### src/rtl/slns_ram.sv
// ----------------------------------------------------------------------------
// slns_ram
// Single-port synchronous RAM with registered read.
// ----------------------------------------------------------------------------
module slns_ram #(
  parameter int WIDTH = 8,
  parameter int DEPTH = 16
) (
  input  logic                     clk,
  input  logic                     we,
  input  logic [$clog2(DEPTH)-1:0] addr,
  input  logic [WIDTH-1:0]         wdata,
  output logic [WIDTH-1:0]         rdata
);

  logic [WIDTH-1:0] mem [DEPTH];

  always_ff @(posedge clk) begin
    if (we) begin
      mem[addr] <= wdata;
    end
    rdata <= mem[addr];
  end

endmodule

### config.mk
export PLATFORM = sky130hd
export DESIGN_NAME = slns_ram
export DESIGN_NICKNAME = d
export VERILOG_FILES = /design/src/rtl/slns_ram.sv
export SDC_FILE = /design/constraint.sdc
export NUM_CORES = 1
export LEC_CHECK = 0
export ABC_CLOCK_PERIOD_IN_PS = 2500
export BUFFER_PORTS_ARGS = -buffer_cell sky130_fd_sc_hd__buf_2
export CAP_MARGIN = 10
export CORE_ASPECT_RATIO = 1.1
export CORE_MARGIN = 2
export CORE_UTILIZATION = 50
export CTS_BUF_LIST = sky130_fd_sc_hd__clkbuf_4
export CTS_CLUSTER_SIZE = 25
export DETAILED_ROUTE_END_ITERATION = 8
export GPL_ROUTABILITY_DRIVEN = 1
export PLACE_DENSITY = 0.66
export SYNTH_ARGS = -nofsm -noshare
export SYNTH_HDL_FRONTEND = slang
export SYNTH_SLANG_ARGS = --single-unit
### constraint.sdc
create_clock -name clk -period 2.5 [get_ports clk]
set_clock_uncertainty 0.2 [all_clocks]
set_input_delay 0.25 -clock clk [delete_from_list [all_inputs] [get_ports clk]]
set_output_delay 0.25 -clock clk [all_outputs]
set_load 0.02 [all_outputs]
**Word-level counts from Yosys, hierarchy flattened**

Memories as Yosys holds them, arrays and structs flattened. A register that Yosys moved wholly into a read port is not among the register bits.
Cells that the tools add are included.

- Input bits: 14
- Memory bits (writable): 128
- Word-level logic and storage cells: 3
- Output and inout port bits: 8
- Memories: 1
- Bits in registers: 0

Memory list:

| memory | words | width | read ports | clocked after memory_dff | wr ports | RTL line | source |
|---|---|---|---|---|---|---|---|
| mem | 16 | 8 | 1 | 1 | 1 | 16 | `logic [WIDTH-1:0] mem [DEPTH];` |

- Muxes and demuxes: 2

Operator list:

| cell | count |
|---|---|
| 1-bit two-way mux | 2 |

**Depth between registers and ports, before layout**

- Word-level depth: 2
- Mapped depth: 5
- Mapped depth without buffers: 3

**Least setup slack after synthesis**

OpenSTA, ideal clock, no wires.

- Path kind: input to register
- Start point: input addr[2]
- End point: memory mem[0][0] (enable)
- Library setup time: 0.383 ns
- Arrival time: 1.360 ns
- Data required time: 1.917 ns
- Path buffers: 0
- Slack: 0.557 ns
- Stages: 2
- Cells stage by stage: or3b_2 -> nor3_1

RTL lines:

| item | RTL line | source |
|---|---|---|
| from (decl) | 11 | `input logic [$clog2(DEPTH)-1:0] addr,` |
| to (decl) | 16 |  |

No word-level cell before the write port.

==> results.txt <==
----------------------------------------------------
[STA]
  Smallest setup slack after layout ... 0.9764 ns
  Setup TNS ... 0 ns
  Count of final hold-check violations ... 0
  Ratio of final minimum period to clock period ... 60.94%
  Slew of the pin with the lowest slew margin ... 0.5843 ns
  Relative max-transition margin ... 60.97%
  Unrepaired setup endpoints after global routing ... false
  Final setup viols ... 0
  Count of final max-slew check failures ... 0
  FMAX ... 656.4 MHz
  Final worst path period need ... 1.524 ns

[Critical path]
  Worst Setup Start Kind ... primary input
  Worst setup path category ... primary input to register
  Worst-path fanout max ... 14
  Logic depth of the worst register-to-register path ... 3
  Critical Path Sink Type ... register
  Crit path DAT ... 1.75 ns
  Critical Path RT ... 2.73 ns

[Global route]
  Number of global-route vias before repair ... 2490
  Initial antenna violation count ... 1
  First-pass GRT wire length ... 13.74 mm
  Overflow left after global routing ... 0
  Pin count of the biggest net entering global routing ... 27
  Gr usage total ... 18.01%

[Floorplanning]
  Die outline area ... 10960 sq um
  Ports ... 22
  Std-Cell Rows ... 38
  Die Y ... 109.6 microns
  Horizontal die dimension ... 99.99 microns
  Area inside the core boundary ... 9889 sq um
  Initial core utilization ... 51.24%

[Route]
  Post-detailed-routing wire length ... 8.770 mm
  Via count normalized by instance count ... 5.601
  Detailed-router iteration count before antenna repair ... 4
  Remaining antenna violation count after routing ... 0
  Post-detailed-route wirelength per cell ... 20.35 microns
  Vias ... 2414
  Starting DRT DRC Count ... 134
  Total DRC errors in the routed layout ... 0

[Clock network]
  Max Buffers Root-to-Sink ... 2
  Cell at the root of the clock tree ... sky130_fd_sc_hd__clkbuf_4
  TritonCTS clock tree ... built
  CTS clock-pin slew for the worst setup and hold paths ... 0.11 ns
  # resized after CTS ... 0
  Setup fix buffers added after clock tree synthesis ... 0
  Clock latency on the worst-skew pair ... 0.53 ns
  Clk sinks ... 136
  # H-tree levels ... 4
  TritonCTS Buffers ... 17

[Power and ir drop]
  Worst ir drop on vdd ... 0.2956 mV
  Proportion of total power due to net switching ... 20.56%
  Internal Dissipation ... 3349 uW
  Flop pwr share ... 60.7%
  Combinational share of power ... 6.2%
  Power density over cell area ... 719.2 nW/um^2
  Power share of the clock group ... 33.2%
  Leakage power of the design ... 0.001968 uW
  Switching power ... 866.9 uW

[Min path]
  Cells on Worst Hold Path ... 5
  Worst min path class ... primary input to register

[Yosys]
  Commonest cells in the synthesized netlist ... sky130_fd_sc_hd__edfxtp_1 (128), sky130_fd_sc_hd__mux4_2 (32), sky130_fd_sc_hd__a22oi_1 (16)
  Sequential-to-total area share from yosys stat ... 79.01%
  Area share of the leading cell type in the synthesized netlist ... 75.85%
  Largest cells by area after synthesis ... sky130_fd_sc_hd__edfxtp_1 (76%), sky130_fd_sc_hd__mux4_2 (14%), sky130_fd_sc_hd__dfxtp_1 (3.2%)
  Post-Synthesis Mean Instance Area ... 22.03 sq um
  Most repeated cell in the gate-level netlist after synthesis ... sky130_fd_sc_hd__edfxtp_1
  Cell type contributing the most total cell area after synthesis ... sky130_fd_sc_hd__edfxtp_1
  Cell variety after synth ... 18
  Post-synthesis instance total ... 230
  Dominant register cell in the synthesized netlist ... sky130_fd_sc_hd__edfxtp_1
  Share of flip-flops with an asynchronous set or reset ... 0%
  Post-synthesis register bit count ... 136
  Synth Net Count ... 244
  Number of enable-type register cells in the synthesized netlist ... 128
  Warnings from Yosys ... 0
  Mapped cell area ... 5067 sq um

[Cells and area]
  Proportion of layout cells with a drive suffix above 1 ... 35.81%
  Area growth from synthesis to layout ... 15.68%
  Number of nets at the end of the flow ... 311

[Place]
  Number of port buffers ... 21
  Detail Placement HPWL ... 6.089 mm
  Worst setup timing slack at the placement stage ... 0.3981 ns
  Routability cong. ... 0.7864

[Flow run]
  # Max-Cap Violations ... 0

[Outcome]
  Result of the run ... completed

----------------------------------------------------
layout make-up:
class | count | area, sq um
diodes | 1 | 2.502
multi-input cells | 83 | 1003
repair buffers | 59 | 422.9
well taps | 120 | 150.1
fillers | 741 | 4028
clock buffers | 19 | 142.6
flip-flops and latches | 136 | 4004
clock inverters | 13 | 136.4
worst max-delay path, stage by stage:
cell and delay (ns):
sky130_fd_sc_hd__buf_2 0.27, sky130_fd_sc_hd__buf_4 0.32, sky130_fd_sc_hd__mux4_2 0.53, sky130_fd_sc_hd__a22oi_1 0.29
sky130_fd_sc_hd__nand2_1 0.08
layout by cell type, fill, tap and decap left out, drive strengths merged, types with 2 or more instances in the layout:
| cell type | n |
|---|---|
| buf | 51 |
| nor2 | 13 |
| nor3 | 4 |
| edfxtp | 128 |
| nand2 | 9 |
| clkinv | 9 |
| nand2b | 2 |
| dfxtp | 8 |
| mux4 | 32 |
| dlygate4sd3 | 8 |
| bufinv | 3 |
| nand3b | 2 |
| nor2b | 2 |
| a22oi | 16 |
| clkbuf | 19 |
power groups by stage:
stage                     registers, uW  logic, uW  clock network [uW]
final                              2560        260                1400
after global routing               2560        283                1540
after floorplan                    2630        131                   0
after CTS                          2560        264                1430
after global placement             2610        249                   0
after detailed placement           2610        254                   0
cells by family (layout without fill, tap and decap cells):
logic type	count (synthesis)	after routing	share of synthesized area, %
buffers and inverters	11	91	1.185
other	0	1	0
AOI/OAI and AO/OA	16	16	2.370
and+or+nand+nor	35	35	3.210
muxes	32	32	14.22
DFF	136	136	79.01
path summary, 6_finish.rpt:
check	startpoint	end	slack (ns)
worst max-delay path	addr[0]	rdata[1]$_DFF_P_	0.98
worst min-delay path	addr[2]	rdata[5]$_DFF_P_	0.14
worst max register to register	mem[7][1]$_DFFE_PP_	rdata[1]$_DFF_P_	0.99
worst min register to register	mem[14][5]$_DFFE_PP_	rdata[5]$_DFF_P_	0.48
flip-flops by register name, summed over array words and instances, names as in the netlist:
| register | flops |
|---|---|
| mem | 128 |
| rdata | 8 |
per-layer routing:
| metal | up-vias | GRT usage, % | share of wire (%) |
|---|---|---|---|
| met1 | 1233 | 22.50 | 42 |
| met5 | - | 0 | 0 |
| met2 | 76 | 28.96 | 52 |
| li1 | 1095 | - | - |
| met4 | 0 | 7.828 | 1.5 |
| met3 | 10 | 6.230 | 5.3 |
through the flow:
step                      instance area (sq um)  cells  total power (uW)  hold slack, ns  util, %
after global routing                       5862    431              4385          0.1084    59.27
after detailed placement                   5500    390              2865          0.4442    55.62
after floorplan                            5067    230              2758          0.1489        -
after CTS                                  5859    430              4254          0.1044    59.25
after global placement                     5500    390              2857          0.4295    55.62
final                                      5862    431              4216          0.1352    59.27
what timing repair did:
action,4_1_cts,5_1_grt
hold buffers,8,0
endpoints found under the hold margin,128,0
setup endpoints to repair,0,0
No activity file was read; power rests on OpenSTA's default activity.
