$ cat config.mk
export PLATFORM = sky130hd
export DESIGN_NAME = slns_dist
export DESIGN_NICKNAME = d
export VERILOG_FILES = /design/src/rtl/slns_pkg.sv /design/src/rtl/slns_dist.sv
export SDC_FILE = /design/constraint.sdc
export NUM_CORES = 2
export LEC_CHECK = 0
export BUFFER_PORTS_ARGS = -buffer_cell sky130_fd_sc_hd__buf_2
export CAP_MARGIN = 20
export CORE_UTILIZATION = 47
export CTS_BUF_LIST = sky130_fd_sc_hd__clkbuf_16
export DETAILED_ROUTE_END_ITERATION = 6
export PLACE_DENSITY = 0.66
export SLEW_MARGIN = 10
export SYNTH_ARGS = -nofsm -noshare
export SYNTH_HDL_FRONTEND = slang
export SYNTH_SLANG_ARGS = --single-unit
$ cat constraint.sdc
create_clock -name clk -period 9 [get_ports clk]
set_input_delay 0.9 -clock clk [delete_from_list [all_inputs] [get_ports clk]]
set_output_delay 0.9 -clock clk [all_outputs]
set_load 0.01 [all_outputs]
$ cat src/rtl/slns_pkg.sv
// ----------------------------------------------------------------------------
// slns_pkg
// Shared types and constants of the scan-line neighbour search.
// ----------------------------------------------------------------------------
package slns_pkg;

  localparam int POINT_DEPTH = 4096;
  localparam int COORD_BITS  = 24;
  localparam int LINE_COUNT  = 64;
  localparam int IDX_BITS    = $clog2(POINT_DEPTH);
  localparam int CNT_BITS    = IDX_BITS + 1;
  localparam int LINE_BITS   = 6;
  localparam int THR_BITS    = 40;
  localparam int DIFF_BITS   = 22;
  localparam int SQ_BITS     = 2 * DIFF_BITS;
  localparam int SUM_BITS    = SQ_BITS + 2;
  localparam int ENTRY_BITS  = 3 * COORD_BITS + LINE_BITS;
  localparam logic [DIFF_BITS-1:0] DIFF_CAP = DIFF_BITS'(1) << (DIFF_BITS - 1);
  localparam logic [THR_BITS-1:0]  THR_RESET = THR_BITS'(26214400);
  localparam logic [LINE_BITS-1:0] SPAN_RESET = LINE_BITS'(2);
  localparam logic [LINE_BITS-1:0] LINE_MAX = LINE_BITS'(LINE_COUNT - 1);

  typedef enum logic [1:0] {
    REQ_CLEAR  = 2'd0,
    REQ_APPEND = 2'd1,
    REQ_EDGE   = 2'd2,
    REQ_PLANE  = 2'd3
  } req_t;

  typedef enum logic [1:0] {
    ST_DONE    = 2'd0,
    ST_INVALID = 2'd1,
    ST_MISSING = 2'd2,
    ST_FULL    = 2'd3
  } status_t;

  // register index; registers sit on 8-byte boundaries
  localparam logic [0:0] ADDR_THR  = 1'd0;
  localparam logic [0:0] ADDR_SPAN = 1'd1;

  typedef enum logic [2:0] {
    S_IDLE,
    S_CENTRE,
    S_UP,
    S_DOWN,
    S_RESULT
  } state_t;

endpackage

$ cat src/rtl/slns_dist.sv
// ----------------------------------------------------------------------------
// slns_dist
// Two-stage squared distance between a stored point and the query point.
// ----------------------------------------------------------------------------
module slns_dist (
  input  logic                                   clk,
  input  logic signed [slns_pkg::COORD_BITS-1:0] ax,
  input  logic signed [slns_pkg::COORD_BITS-1:0] ay,
  input  logic signed [slns_pkg::COORD_BITS-1:0] az,
  input  logic signed [slns_pkg::COORD_BITS-1:0] bx,
  input  logic signed [slns_pkg::COORD_BITS-1:0] by,
  input  logic signed [slns_pkg::COORD_BITS-1:0] bz,
  output logic [slns_pkg::SUM_BITS-1:0]          dist_r
);

  localparam int DB = slns_pkg::DIFF_BITS;
  localparam int SB = slns_pkg::SQ_BITS;
  localparam int EB = slns_pkg::COORD_BITS + 1;

  logic [DB-1:0] dx_r, dy_r, dz_r;
  logic [SB-1:0] sx, sy, sz;

  // Absolute difference, capped
  function automatic logic [DB-1:0] cap_diff(
    input logic signed [slns_pkg::COORD_BITS-1:0] a,
    input logic signed [slns_pkg::COORD_BITS-1:0] b
  );
    logic signed [EB-1:0] d;
    logic [EB-1:0]        m;
    d = EB'(a) - EB'(b);
    m = d[EB-1] ? EB'(-d) : EB'(d);
    if (m > EB'(slns_pkg::DIFF_CAP)) begin
      return slns_pkg::DIFF_CAP;
    end
    return m[DB-1:0];
  endfunction

  always_ff @(posedge clk) begin
    dx_r <= cap_diff(ax, bx);
    dy_r <= cap_diff(ay, by);
    dz_r <= cap_diff(az, bz);
  end

  // Square and sum
  assign sx = dx_r * dx_r;
  assign sy = dy_r * dy_r;
  assign sz = dz_r * dz_r;

  always_ff @(posedge clk) begin
    dist_r <= slns_pkg::SUM_BITS'(sx) + slns_pkg::SUM_BITS'(sy)
            + slns_pkg::SUM_BITS'(sz);
  end

endmodule

* Word-level counts from Yosys, hierarchy flattened *
Cells that the tools add are included.

word-level totals
  flip-flop bits (word level) = 112
  word-level logic and storage cells = 30

cells by class
  add/sub/neg operators = 8
  multipliers = 3
  order comparisons = 3
  muxes and demuxes = 12

operator list
  operator                                              number
  multiplier 22 x 22 -> 44 bit                          3
  2-to-1 mux 22 bit                                     6
  > comparator 25 x 22 -> 1 bit, second input constant  3
  2-to-1 mux 25 bit                                     3
  negation 25 bit                                       3
  subtractor 24 x 24 -> 25 bit                          3
  adder 45 x 44 -> 46 bit                               1
  adder 44 x 44 -> 45 bit                               1
  2-to-1 mux 1 bit                                      3

* Longest topological paths before layout *
  depth after elaboration = 6
  mapped depth = 33
  depth with buffers taken out = 32

* Worst setup path after synthesis *
No wires, ideal clock.

  kind = reg-to-reg
  start point = register dx_r[12]
  end point = register dist_r[44] (netlist bit)
  library setup time = 0.072 ns
  arrival time = 8.467 ns
  data required time = 8.928 ns
  slack = 0.461 ns
  stages on the path, launching flop included = 31
  period minus slack after synthesis = 8.539 ns
  cell sequence = dfxtp_1 > clkbuf_1 > clkbuf_1 > nand2_1 > fa_1 > inv_1 > fa_1 > fa_1 > fa_1 > inv_1 > fa_1 > fa_1 > inv_1 > fa_1 > fa_1 > fa_1 > inv_1 > fa_1 > inv_1 > ha_1 > a21o_1 > a21o_1 > a211oi_1 > a221oi_1 > nor3b_1 > o21ai_0 > a41o_1 > a211oi_1 > o21ai_0 > a21oi_1 > xnor2_1

on the way
  word-level cells in the longest chain between the ends = 3

RTL lines
  what                          line             source
  start, declared               slns_dist.sv:20  logic [DB-1:0] dx_r, dy_r, dz_r;
  start signal, assigned        slns_dist.sv:39  dx_r <= cap_diff(ax, bx);
  multiplier 22 x 22 -> 44 bit  slns_dist.sv:45  assign sx = dx_r * dx_r;
  adder 44 x 44 -> 45 bit       slns_dist.sv:50  dist_r <= slns_pkg::SUM_BITS'(sx) + slns_pkg::SUM_BITS'(sy)
  adder 45 x 44 -> 46 bit       slns_dist.sv:51  + slns_pkg::SUM_BITS'(sz);
  end signal, assigned          slns_dist.sv:50
  end, declared                 slns_dist.sv:13  output logic [slns_pkg::SUM_BITS-1:0] dist_r

Every way passes these cells.

* Worst setup path after layout *
  start point = register dz_r[9]
  end point = register dist_r[44] (netlist bit)

on the way
  word-level cells in the longest chain between the ends = 2

RTL lines
  what                          line             source
  start, declared               slns_dist.sv:20
  start signal, assigned        slns_dist.sv:41  dz_r <= cap_diff(az, bz);
  multiplier 22 x 22 -> 44 bit  slns_dist.sv:47  assign sz = dz_r * dz_r;
  adder 45 x 44 -> 46 bit       slns_dist.sv:51

Every way passes these cells.

==> metrics.txt <==
# TYPE chip_impl_metric gauge
chip_impl_info{name="outcome",value="complete, no violations"} 1
chip_impl_metric{name="hpwlAfterDp",unit="um"} 115000
chip_impl_metric{name="syn_area_per_cell",unit="um^2"} 9.09
chip_impl_metric{name="finalHoldViolCount",unit=""} 0
chip_impl_metric{name="timing.critical_path.fanout_max",unit=""} 6
chip_impl_metric{name="die_y",unit="um"} 336
chip_impl_metric{name="met3WireLength",unit="um"} 4920
chip_impl_metric{name="postLayoutSetupSlackWorst",unit="ps"} 262
chip_impl_metric{name="final_core_utilization",unit=""} 0.509
chip_impl_metric{name="synth_cell_types",unit=""} 108
chip_impl_metric{name="worstRegToRegCells",unit=""} 34
chip_impl_metric{name="post-route-min-period",unit="ps"} 8740
chip_impl_metric{name="numCtsBuffers",unit=""} 9
chip_impl_metric{name="setup-violations-final",unit=""} 0
chip_impl_metric{name="worst_path_arrival",unit="ps"} 9110
chip_impl_info{name="ys.flop_type",value="sky130_fd_sc_hd__dfxtp_1"} 1
chip_impl_metric{name="die_outline_area",unit="mm^2"} 0.113
chip_impl_info{name="path_class",value="register to register"} 1
chip_impl_metric{name="synthCells",unit=""} 5764
chip_impl_metric{name="skew",unit="ps"} 18.1
chip_impl_metric{name="first_pass_grt_wire_length",unit="um"} 213000
chip_impl_metric{name="area_growth_from_synthesis_to_layout",unit="%"} 7.47
chip_impl_info{name="timing.hold.worst.class",value="register to register"} 1
chip_impl_metric{name="place_congestion",unit=""} 0.910
chip_impl_metric{name="postSynthNetCount",unit=""} 7627
chip_impl_metric{name="ir_drop",unit="mV"} 0.140
chip_impl_info{name="worst_path_most_repeated_cell",value="sky130_fd_sc_hd__fa_1"} 1
chip_impl_metric{name="total_leakage_power",unit="nW"} 31.1
chip_impl_metric{name="core_region_area",unit="mm^2"} 0.111
chip_impl_metric{name="multiInputGateArea",unit="mm^2"} 0.0430
chip_impl_info{name="timing.critical_path.slowest_stage_cell",value="sky130_fd_sc_hd__fa_1"} 1
chip_impl_metric{name="route.vias.total",unit=""} 37700
chip_impl_metric{name="cp.depth",unit=""} 34
chip_impl_info{name="crit_path_end_kind",value="register"} 1
chip_impl_metric{name="clkSinkCount",unit=""} 112
chip_impl_metric{name="clock_tree.htree_level_count",unit=""} 3
chip_impl_metric{name="maxCapViolCount",unit=""} 0
chip_impl_info{name="worstHoldStart",value="dz_r[0]"} 1
chip_impl_metric{name="synth_warnings",unit=""} 0
chip_impl_metric{name="portBuffers",unit=""} 190
chip_impl_metric{name="routed_via_density",unit=""} 5.08
chip_impl_metric{name="fin_total_pwr",unit="mW"} 6.31
chip_impl_metric{name="maximum_number_of_pins_on_one_net_before_global_route_repair",unit=""} 30
chip_impl_info{name="timing.critical_path.from",value="dz_r[9]"} 1
chip_impl_metric{name="measured_slew_at_the_worst_slew_check_pin",unit="ps"} 1110
chip_impl_info{name="post_synth_main_area_contributors",value="sky130_fd_sc_hd__fa_1, sky130_fd_sc_hd__inv_1, sky130_fd_sc_hd__ha_1"} 1
chip_impl_metric{name="average_wire_per_cell_in_the_routed_design",unit="um"} 17.3
chip_impl_metric{name="drt_pass1_iterations",unit=""} 6
chip_impl_metric{name="max_freq",unit="MHz"} 114
chip_impl_info{name="cts_tree",value="done"} 1
chip_impl_info{name="r2r-start",value="dz_r[9]"} 1
chip_impl_metric{name="synth_top_area_share",unit=""} 0.468
chip_impl_metric{name="met2_wirelength",unit="um"} 69800
chip_impl_metric{name="final.fill_count",unit=""} 10400
chip_impl_metric{name="dr.first_iter.drc_count",unit=""} 1736
chip_impl_metric{name="via_count_of_the_first_global_routing_pass",unit=""} 41200
chip_impl_info{name="start_kind",value="register"} 1
chip_impl_info{name="crit_end",value="dist_r[44]"} 1
chip_impl_metric{name="n_antenna_cell",unit=""} 0
chip_impl_metric{name="netlist_area",unit="mm^2"} 0.0524
chip_impl_info{name="top_layer",value="met4"} 1
chip_impl_metric{name="pre_cts_ws",unit="ps"} -76.0
chip_impl_metric{name="power_density",unit="mW/mm^2"} 112
chip_impl_metric{name="wirelength_met1",unit="um"} 48300
chip_impl_metric{name="clkTransAtPathRegs",unit="ps"} 100
chip_impl_metric{name="dieWidth",unit="um"} 336
chip_impl_metric{name="synth-edff-count",unit=""} 0
chip_impl_metric{name="ys_seq_elements",unit=""} 112
chip_impl_metric{name="residual_drc",unit=""} 0
chip_impl_metric{name="cpPeakStageDelay",unit="ps"} 570
chip_impl_metric{name="clockBufferDepth",unit=""} 2
chip_impl_metric{name="insertion_delay",unit="ps"} 440
chip_impl_metric{name="postSynth.asyncResetShare",unit=""} 0
chip_impl_metric{name="maxSlewHeadroom",unit=""} 0.257
chip_impl_metric{name="final_stage_net_count",unit=""} 7796
chip_impl_metric{name="boundaryPins",unit=""} 191
chip_impl_info{name="yosys.area.top_type",value="sky130_fd_sc_hd__fa_1"} 1
chip_impl_metric{name="global_route.overflow_total",unit=""} 0
chip_impl_metric{name="worstPathRequired",unit="ps"} 9370
chip_impl_metric{name="cts.hold.buffers_added",unit=""} 0
chip_impl_metric{name="antenna_violations_before_repair",unit=""} 3
chip_impl_metric{name="row_count",unit=""} 122
chip_impl_info{name="ctsRootBufferMaster",value="sky130_fd_sc_hd__clkbuf_16"} 1
chip_impl_metric{name="post_route_cells_drive_above_1_share",unit=""} 0.0898
chip_impl_metric{name="route.antenna.remaining_nets",unit=""} 0
chip_impl_metric{name="finalCritPeriodShare",unit=""} 0.971
chip_impl_metric{name="groute.usage.overall",unit=""} 0.243
chip_impl_metric{name="final_max_slew_viol_count",unit=""} 0
chip_impl_metric{name="regArea",unit="mm^2"} 0.00234
chip_impl_metric{name="regToRegSetupSlack",unit="ps"} 260
chip_impl_info{name="timing.critical_path.max_delay_family",value="adder cells"} 1
chip_impl_metric{name="floorplan.initialDensity",unit=""} 0.474
chip_impl_metric{name="final_wirelength",unit="um"} 129000
chip_impl_info{name="worst_r2r_endpoint",value="dist_r[44]"} 1
chip_impl_info{name="rsz0062_at_grt",value="true"} 1
chip_impl_metric{name="synth-seq-area-share",unit=""} 0.0428
chip_impl_metric{name="worstPathBufferInverterCount",unit=""} 11
[flip-flops by register name (all words and copies together), names as in the netlist]
signal  cells
dy_r       22
dz_r       22
dx_r       22
dist_r     46
[repair_timing]
action,in CTS,in global routing
gates cloned,0,0
gates resized for setup,20,94
pin swaps,0,12
setup endpoints to repair,6,14
buffers inserted,2,3
[power by group]
| group | switching (mW) | total, mW | internal (mW) |
|---|---|---|---|
| registers | 0.122 | 0.769 | 0.646 |
| clock network | 0.284 | 0.484 | 0.200 |
| logic | 3.09 | 5.06 | 1.97 |
| total | 3.50 | 6.31 | 2.81 |
[kinds of logic after synthesis]
kind of cell / Yosys count / share of synthesized area
xor gates and xnor gates: 179 / 0.0305
buffers and inverters: 1926 / 0.139
AOI/OAI and AO/OA: 513 / 0.0676
and+or+nand+nor: 1297 / 0.131
DFF: 112 / 0.0428
muxes: 19 / 0.00373
adders and majority gates: 1718 / 0.586
[stage by stage]
stage               cells  setup TNS [ps]  instance area [um^2]  hold WS, ps
global placement     7404               0                 55600          871
detailed placement   7404           -89.2                 55600          877
finish               7426               0                 56300          838
global route         7426            -109                 56300          826
floorplan            5764               0                 52400          588
CTS                  7422               0                 56000          829
[routing by layer]
| layer | vias to the layer above | track usage |
|---|---|---|
| li1 | 17500 | - |
| met1 | 19100 | 0.285 |
| met2 | 857 | 0.455 |
| met3 | 237 | 0.0206 |
| met4 | 0 | 0.0923 |
| met5 | - | 0 |
[cell type report]
class                   count  share of cell area
multi-input cells        3726               0.764
clock inverters             7             0.00145
repair buffers            340              0.0391
clock buffers               9             0.00400
inverters                1744               0.116
well taps                1488              0.0331
flip-flops and latches    112              0.0416
[placed cells by master (no fill, tap or decap), types with 117 or more instances in the layout]
cell and instances:
sky130_fd_sc_hd__a21oi_1 124, sky130_fd_sc_hd__and2_1 360, sky130_fd_sc_hd__buf_2 190, sky130_fd_sc_hd__buf_4 137
sky130_fd_sc_hd__fa_1 1219, sky130_fd_sc_hd__ha_1 489, sky130_fd_sc_hd__inv_1 1739, sky130_fd_sc_hd__nand2_1 412
sky130_fd_sc_hd__nor2_1 184, sky130_fd_sc_hd__xnor2_1 117
[cells in the mapped netlist, drive strengths merged (37+ instances only)]
cell type,count
a21oi,127
dfxtp,112
o21ai,89
fa,1223
ha,495
nor3,68
nand3,60
nor2,186
clkbuf,161
and3,37
nand2,416
xor2,62
xnor2,117
a21o,75
and2,362
inv,1743
[how the worst min path moves through the flow]
stage / end / slack (ps) / depth (start not counted)
final: dist_r[0] / 840 / 2
after global routing: dist_r[0] / 830 / 2
after CTS: dx_r[0] / 830 / 3
after detailed placement: dist_r[0] / 880 / 2
after global placement: dist_r[1] / 870 / 2
after floorplan: dist_r[0] / 590 / 1
[worst reg2reg max path, delay by kind of cell (launching register included)]
kind	cells	cell delay [ps]
compound gates	9	1430
fa+ha+maj	11	5290
simple gates	2	270
xor+xnor	1	140
buf+inv	11	1190
flops	1	360
Power figures use the tool's default switching activity.
